File: config.mk
export PLATFORM = sky130hd
export DESIGN_NAME = three_list_buffer_pool_manager_core
export DESIGN_NICKNAME = d
export VERILOG_FILES = /design/src/rtl/tlbpm_pkg.sv /design/src/rtl/tlbpm_ram.sv /design/src/rtl/three_list_buffer_pool_manager_core.sv
export SDC_FILE = /design/constraint.sdc
export NUM_CORES = 1
export LEC_CHECK = 0
export BUFFER_PORTS_ARGS = -buffer_cell sky130_fd_sc_hd__buf_2
export CORE_MARGIN = 2
export CORE_UTILIZATION = 35
export DETAILED_ROUTE_END_ITERATION = 8
export SLEW_MARGIN = 20
export SYNTH_ARGS = -nofsm -noshare
export SYNTH_HDL_FRONTEND = slang
export SYNTH_HIERARCHICAL = 1
export SYNTH_SLANG_ARGS = --single-unit
File: constraint.sdc
create_clock -name i_clk -period 11 [get_ports i_clk]
set_input_delay 0.55 -clock i_clk [delete_from_list [all_inputs] [get_ports i_clk]]
set_output_delay 0.55 -clock i_clk [all_outputs]
set_load 0.01 [all_outputs]
File: src/rtl/tlbpm_pkg.sv
// Shared constants for the three-list buffer pool manager.
package tlbpm_pkg;

    localparam int NODES_DEF = 64;

    localparam int NODE_W   = 6;
    localparam int SEL_W    = 2;
    localparam int STATUS_W = 2;
    localparam int LISTS    = 3;

    localparam logic [SEL_W-1:0] SEL_DATA    = 2'd0;
    localparam logic [SEL_W-1:0] SEL_RAW     = 2'd1;
    localparam logic [SEL_W-1:0] SEL_READY   = 2'd2;
    localparam logic [SEL_W-1:0] SEL_INVALID = 2'd3;

    localparam logic [STATUS_W-1:0] ST_OK      = 2'd0;
    localparam logic [STATUS_W-1:0] ST_EMPTY   = 2'd1;
    localparam logic [STATUS_W-1:0] ST_INVALID = 2'd2;

endpackage

File: src/rtl/tlbpm_ram.sv
// Generic simple dual-port RAM with registered read.
module tlbpm_ram #(
    parameter int WIDTH = 6,
    parameter int DEPTH = 64
) (
    input  logic                     i_clk,
    input  logic                     i_we,
    input  logic [$clog2(DEPTH)-1:0] i_waddr,
    input  logic [WIDTH-1:0]         i_wdata,
    input  logic                     i_re,
    input  logic [$clog2(DEPTH)-1:0] i_raddr,
    output logic [WIDTH-1:0]         o_rdata
);

    logic [WIDTH-1:0] r_mem [DEPTH];
    logic [WIDTH-1:0] r_rdata;

    always_ff @(posedge i_clk) begin
        if (i_we) begin
            r_mem[i_waddr] <= i_wdata;
        end
        if (i_re) begin
            r_rdata <= r_mem[i_raddr];
        end
    end

    assign o_rdata = r_rdata;

endmodule

File: src/rtl/three_list_buffer_pool_manager_core.sv
// Top level of the three-list buffer pool manager: free, data and raw-data FIFO lists.
//
// Takes one push or pop request per clock cycle unless a result waits untaken; each
// result appears in the output register on the cycle after its request is accepted and
// is held until taken. The next pointers of all nodes live in one link RAM with a
// registered read port; a pop reads the successor of the new head, and that read data is
// forwarded so pops on the same list can follow each other in consecutive cycles. After
// reset a fill pass writes the link RAM so that node i points to node i+1 (the last node
// to node 0); no request is accepted during that pass.
module three_list_buffer_pool_manager_core #(
    parameter int NODES = tlbpm_pkg::NODES_DEF
) (
    input  logic                              i_clk,
    input  logic                              i_rst_n,
    input  logic                              i_valid,
    output logic                              o_ready,
    input  logic                              i_mode,
    input  logic [tlbpm_pkg::SEL_W-1:0]       i_queue_select,
    input  logic [tlbpm_pkg::NODE_W-1:0]      i_node_index,
    output logic                              o_valid,
    input  logic                              i_ready,
    output logic [tlbpm_pkg::NODE_W-1:0]      o_popped_node,
    output logic                              o_node_valid,
    output logic [tlbpm_pkg::STATUS_W-1:0]    o_status,
    output logic                              o_data_empty,
    output logic                              o_raw_empty,
    output logic                              o_ready_empty
);

    localparam int AW    = $clog2(NODES);
    localparam int PW    = (AW > tlbpm_pkg::NODE_W) ? AW : tlbpm_pkg::NODE_W;
    localparam int IDXS  = 1 << tlbpm_pkg::NODE_W;
    localparam int LISTS = tlbpm_pkg::LISTS;

    logic [AW-1:0] w_mod_tab [IDXS];

    for (genvar v = 0; v < IDXS; v++) begin : g_mod
        assign w_mod_tab[v] = AW'(v % NODES);
    end

    logic          r_init;
    logic [AW-1:0] r_init_cnt;
    logic [AW-1:0] r_head     [LISTS];
    logic [AW-1:0] r_tail     [LISTS];
    logic [AW-1:0] r_hnext    [LISTS];
    logic          r_nonempty [LISTS];
    logic          r_pend;
    logic [tlbpm_pkg::SEL_W-1:0] r_pend_list;

    logic          r_out_valid;
    logic [tlbpm_pkg::NODE_W-1:0]   r_popped;
    logic          r_node_valid;
    logic [tlbpm_pkg::STATUS_W-1:0] r_status;
    logic          r_data_empty;
    logic          r_raw_empty;
    logic          r_ready_empty;

    logic [AW-1:0] n_head     [LISTS];
    logic [AW-1:0] n_tail     [LISTS];
    logic [AW-1:0] n_hnext    [LISTS];
    logic          n_nonempty [LISTS];

    logic [AW-1:0] w_hnext_eff [LISTS];
    logic [AW-1:0] w_rdata;
    logic [AW-1:0] w_node;
    logic [AW-1:0] w_init_next;
    logic [PW-1:0] w_taken_ext;
    logic [tlbpm_pkg::SEL_W-1:0] w_idx;
    logic          w_accept;
    logic          w_sel_ok;
    logic          w_push;
    logic          w_push_link;
    logic          w_pop_ok;
    logic          w_single;
    logic          w_we;
    logic [AW-1:0] w_waddr;
    logic [AW-1:0] w_wdata;
    logic          w_re;
    logic [tlbpm_pkg::STATUS_W-1:0] w_status;

    assign o_ready  = !r_init && (!r_out_valid || i_ready);
    assign w_accept = i_valid && o_ready;
    assign w_sel_ok = (i_queue_select != tlbpm_pkg::SEL_INVALID);
    assign w_idx    = w_sel_ok ? i_queue_select : tlbpm_pkg::SEL_DATA;
    assign w_node   = w_mod_tab[i_node_index];

    always_comb begin
        for (int l = 0; l < LISTS; l++) begin
            w_hnext_eff[l] = (r_pend && (r_pend_list == tlbpm_pkg::SEL_W'(l)))
                           ? w_rdata : r_hnext[l];
        end
    end

    assign w_push      = w_accept && w_sel_ok && i_mode;
    assign w_push_link = w_push && r_nonempty[w_idx];
    assign w_pop_ok    = w_accept && w_sel_ok && !i_mode && r_nonempty[w_idx];
    assign w_single    = (r_head[w_idx] == r_tail[w_idx]);
    assign w_init_next = (r_init_cnt == AW'(NODES - 1)) ? '0 : r_init_cnt + AW'(1);

    assign w_we    = r_init || w_push_link;
    assign w_waddr = r_init ? r_init_cnt : r_tail[w_idx];
    assign w_wdata = r_init ? w_init_next : w_node;
    assign w_re    = w_pop_ok && !w_single;

    tlbpm_ram #(
        .WIDTH(AW),
        .DEPTH(NODES)
    ) u_link_ram (
        .i_clk   (i_clk),
        .i_we    (w_we),
        .i_waddr (w_waddr),
        .i_wdata (w_wdata),
        .i_re    (w_re),
        .i_raddr (w_hnext_eff[w_idx]),
        .o_rdata (w_rdata)
    );

    always_comb begin
        for (int l = 0; l < LISTS; l++) begin
            n_head[l]     = r_head[l];
            n_tail[l]     = r_tail[l];
            n_nonempty[l] = r_nonempty[l];
            n_hnext[l]    = w_hnext_eff[l];
            if (w_push_link && (r_head[l] == r_tail[w_idx])) begin
                n_hnext[l] = w_node;
            end
        end
        if (w_push) begin
            if (!r_nonempty[w_idx]) begin
                n_head[w_idx]     = w_node;
                n_nonempty[w_idx] = 1'b1;
            end
            n_tail[w_idx] = w_node;
        end else if (w_pop_ok) begin
            if (w_single) begin
                n_nonempty[w_idx] = 1'b0;
            end else begin
                n_head[w_idx] = w_hnext_eff[w_idx];
            end
        end
    end

    always_comb begin
        if (!w_sel_ok) begin
            w_status = tlbpm_pkg::ST_INVALID;
        end else if (!i_mode && !r_nonempty[w_idx]) begin
            w_status = tlbpm_pkg::ST_EMPTY;
        end else begin
            w_status = tlbpm_pkg::ST_OK;
        end
    end

    assign w_taken_ext = PW'(r_head[w_idx]);

    always_ff @(posedge i_clk) begin
        if (!i_rst_n) begin
            r_init      <= 1'b1;
            r_init_cnt  <= '0;
            r_pend      <= 1'b0;
            r_pend_list <= tlbpm_pkg::SEL_DATA;
            r_out_valid <= 1'b0;
            for (int l = 0; l < LISTS; l++) begin
                r_head[l]     <= '0;
                r_tail[l]     <= (l == int'(tlbpm_pkg::SEL_READY)) ? AW'(NODES - 1) : '0;
                r_hnext[l]    <= (l == int'(tlbpm_pkg::SEL_READY)) ? AW'(1) : '0;
                r_nonempty[l] <= (l == int'(tlbpm_pkg::SEL_READY));
            end
        end else begin
            if (r_init) begin
                r_init_cnt <= w_init_next;
                if (r_init_cnt == AW'(NODES - 1)) begin
                    r_init <= 1'b0;
                end
            end
            r_pend      <= w_re;
            r_pend_list <= w_idx;
            for (int l = 0; l < LISTS; l++) begin
                r_head[l]     <= n_head[l];
                r_tail[l]     <= n_tail[l];
                r_hnext[l]    <= n_hnext[l];
                r_nonempty[l] <= n_nonempty[l];
            end
            if (w_accept) begin
                r_out_valid <= 1'b1;
            end else if (i_ready) begin
                r_out_valid <= 1'b0;
            end
        end
    end

    always_ff @(posedge i_clk) begin
        if (w_accept) begin
            r_popped      <= w_pop_ok ? w_taken_ext[tlbpm_pkg::NODE_W-1:0] : '0;
            r_node_valid  <= w_pop_ok;
            r_status      <= w_status;
            r_data_empty  <= !n_nonempty[tlbpm_pkg::SEL_DATA];
            r_raw_empty   <= !n_nonempty[tlbpm_pkg::SEL_RAW];
            r_ready_empty <= !n_nonempty[tlbpm_pkg::SEL_READY];
        end
    end

    assign o_valid       = r_out_valid;
    assign o_popped_node = r_popped;
    assign o_node_valid  = r_node_valid;
    assign o_status      = r_status;
    assign o_data_empty  = r_data_empty;
    assign o_raw_empty   = r_raw_empty;
    assign o_ready_empty = r_ready_empty;

`ifndef ASSERT_OFF
    a_no_accept_in_fill: assert property (@(posedge i_clk) disable iff (!i_rst_n)
        r_init |-> !o_ready)
        else $error("item accepted during link fill");

    a_fill_ends: assert property (@(posedge i_clk) disable iff (!i_rst_n)
        (r_init && (r_init_cnt == AW'(NODES - 1))) |=> !r_init)
        else $error("link fill did not end");

    a_pend_from_pop: assert property (@(posedge i_clk) disable iff (!i_rst_n)
        r_pend |-> $past(w_pop_ok))
        else $error("link read pending without a pop");

    a_pop_gives_node: assert property (@(posedge i_clk) disable iff (!i_rst_n)
        (w_accept && w_sel_ok && !i_mode && r_nonempty[w_idx])
        |=> (o_valid && o_node_valid && (o_status == tlbpm_pkg::ST_OK)))
        else $error("pop of nonempty list gave no node");
`endif

endmodule

==> impl_metrics.tcl <==
set metrics [dict create \
    first_iter_violations 1025 \
    htreeDepth 2 \
    ys.flop_type "edfxtp_1" \
    preCtsSetupSlack_ps 5628 \
    synthAdderAreaFrac_pct 0.3121 \
    crit_fanout 48 \
    setup_ws_ps 6333 \
    num-fill-cells 5053 \
    routed_wl_um 47860 \
    synthArstFlopShare_pct 0 \
    synth_top_cell_area_share_pct 60.23 \
    netlist_area_um2 20040 \
    cts_tree "done" \
    clock_latency_ps 600 \
    p_per_area_nw_per_um2 170.4 \
    finalCritPeriodShare_pct 42.43 \
    place_area_um2 20950 \
    cts_sinks 470 \
    hold_class "in -> reg" \
    multi_input_area_um2 6163 \
    synth_top_family_by_area "multiplexers" \
    skew_ps 20.46 \
    arrival_ps 5020 \
    rows 87 \
    via_per_inst 5.347 \
    pin_count 27 \
    cts_root_buffer "clkbuf_16" \
    final_nets 1328 \
    syn_avg_cell_area_um2 15.54 \
    grt_pass1_vias 11320 \
    reg2reg_to "u_link_ram/o_rdata[5]" \
    ant_nets 0 \
    synth_fp_nets 1308 \
    setup_violations 0 \
    drc_errors 0 \
    antenna_found_initial 0 \
    die_h_um 243.3 \
    die-area_um2 59190 \
    fp.dieW_um 243.3 \
    port_buffers 26 \
    overflow 0 \
    tightest_slew_ps 1090 \
    rsz0062_at_grt "no" \
    cts_setup_buffers 0 \
    num_antenna_cells 0 \
    syn_to_final_growth_pct 12.78 \
    status "finished, final reports clean" \
    core_um2 56500 \
    hold_viol 0 \
    tns_ps 0 \
    num_vias 11270 \
    maxCapViolations 0 \
    ys_seq_area_share_pct 67.02 \
    synth.area.top_cells "edfxtp_1, mux4_2, dfxtp_1" \
    synth_compound_area_share_pct 6.230 \
    initial_core_util_pct 35.48 \
    synth_seq_cells 470 \
    vdd_drop_max_v 0.0001112 \
    clk_pin_slew_ps 60 \
    synth-edff-count 402 \
    grt_max_degree 69 \
    synth_cells 1290 \
    worstHoldStart "i_node_index[3]" \
    rrSetupSlack_ps 6330 \
    synth_mux_area_share_pct 15.11 \
    crit_type "reg -> reg" \
    final_cell_area_um2 22600 \
    cellLeakagePower_nw 7.161 \
    yosysWarnings 6 \
    critPathLaunchType "flip-flop" \
    final_common_cell "edfxtp_1" \
    synthXorXnorAreaFrac_pct 0.5681 \
    min_period_ps 4667 \
    cp-end-kind "flip-flop" \
    crit_start "r_pend" \
    final_cell_mix "edfxtp_1, nor2_1, nand2_1" \
    fmax_ghz 0.2143 \
    gp_congestion 0.8684 \
    cts_hold_buf 0 \
    cts_resized 0 \
    globalRouteTotalUtil_pct 16.13 \
    synth_cell_types 62 \
    relSlewSlack_pct 26.76 \
    yosys.area_share.simple_pct 8.047 \
    ff_latch_area_um2 13430 \
    numCtsBuffers 50 \
    yosys.area.top_type "edfxtp_1" \
    dpl.hpwl_um 30380 \
    drive_gt1_share_pct 20.34 \
    drt_pass1_iterations 6 \
    post_drt_wl_per_cell_um 22.70 \
    cp-endpoint "u_link_ram/o_rdata[5]" \
    timing.rr.start "r_pend" \
    slew_viol_final 0 \
    grt_pass1_wl_um 72190 \
    crit_required_ps 11360 \
    cts_buffer_depth 3 \
    ff2ff_path_depth 10 \
]
[synth_stat cells, types with 11 or more instances]
library cell	number
dfxtp_1	68
nor2b_1	11
mux4_2	87
nand3_1	29
xnor2_1	11
o21ai_0	27
mux2_2	32
nand2b_1	13
edfxtp_1	402
nand2_1	95
nand4_1	12
nor2_1	114
nand3b_1	17
mux2i_1	52
a21oi_1	26
o211ai_1	45
clkbuf_1	49
buf_2	16
o22ai_1	14
a211oi_1	17
inv_1	31
[worst min-delay path by stage]
| stage | endpoint | cells after the start |
|---|---|---|
| 2_1_floorplan | r_tail[1][3] | 2 |
| 3_3_place_gp | r_tail[0][4] | 2 |
| 3_5_place_dp | r_tail[1][3] | 2 |
| 4_1_cts | r_tail[1][3] | 3 |
| 5_1_grt | r_tail[1][3] | 3 |
| 6_report | r_tail[1][3] | 3 |
[worst max-delay path: stages, from the launching register on]
cell and delay (ps):
dfxtp_1 450, nor3b_2 470, mux2_2 260, o211ai_1 140, nand2_4 700, buf_4 620, buf_4 520, mux4_2 580
o22ai_1 240, o21ai_1 140, a32o_1 260
[cell type report]
class	instances	share of cell area [%]
flip-flops and latches	470	59.43
multi-input cells	709	27.27
inverters	32	0.5314
clock buffers	56	5.635
clock inverters	38	1.683
well taps	756	4.185
repair buffers	47	1.273
[metal layers]
metal | global-route usage [%] | share of wire (%) | wire length [um] | vias to the layer above
met5 | 0 | 0 | 0 | -
met4 | 5.341 | 2.6 | 1252 | 0
met3 | 2.677 | 5.6 | 2684 | 82
met2 | 26.82 | 48 | 23120 | 330
met1 | 21.54 | 43 | 20800 | 5758
li1 | - | - | - | 5101
[metrics by stage]
step | hold slack, ps | cells | power [mW] | util, %
floorplan | 435.9 | 1290 | 2.151 | -
global placement | 455.4 | 2014 | 2.212 | 37.07
detailed placement | 461.7 | 2014 | 2.215 | 37.07
CTS | 209.7 | 2108 | 3.891 | 40.00
global route | 249.2 | 2108 | 3.969 | 40.01
finish | 239.3 | 2108 | 3.853 | 40.01
[power by group]
| group | switching, mW | internal [mW] | total [mW] |
|---|---|---|---|
| logic | 0.143 | 0.0795 | 0.223 |
| registers | 0.00427 | 1.95 | 1.95 |
| clock network | 0.714 | 0.963 | 1.68 |
[cell families (layout without fill, tap and decap cells)]
family | count (synthesis) | count (layout)
DFF | 470 | 470
and+or+nand+nor | 331 | 331
AOI/OAI and AO/OA | 181 | 181
muxes | 179 | 179
buffers and inverters | 111 | 173
xor gates and xnor gates | 13 | 13
adders and majority gates | 5 | 5
[sequential cells by signal (all words and copies together), names as in the netlist, named ones only]
signal              count
r_tail                 18
o_popped_node           6
r_pend                  1
o_node_valid            1
r_hnext                18
o_data_empty            1
r_head                 18
o_valid                 1
o_raw_empty             1
o_ready_empty           1
o_status                2
r_pend_list             2
r_init_cnt              6
u_link_ram/o_rdata      6
u_link_ram/r_mem      384
r_init                  1
Power figures use the tool's default switching activity.
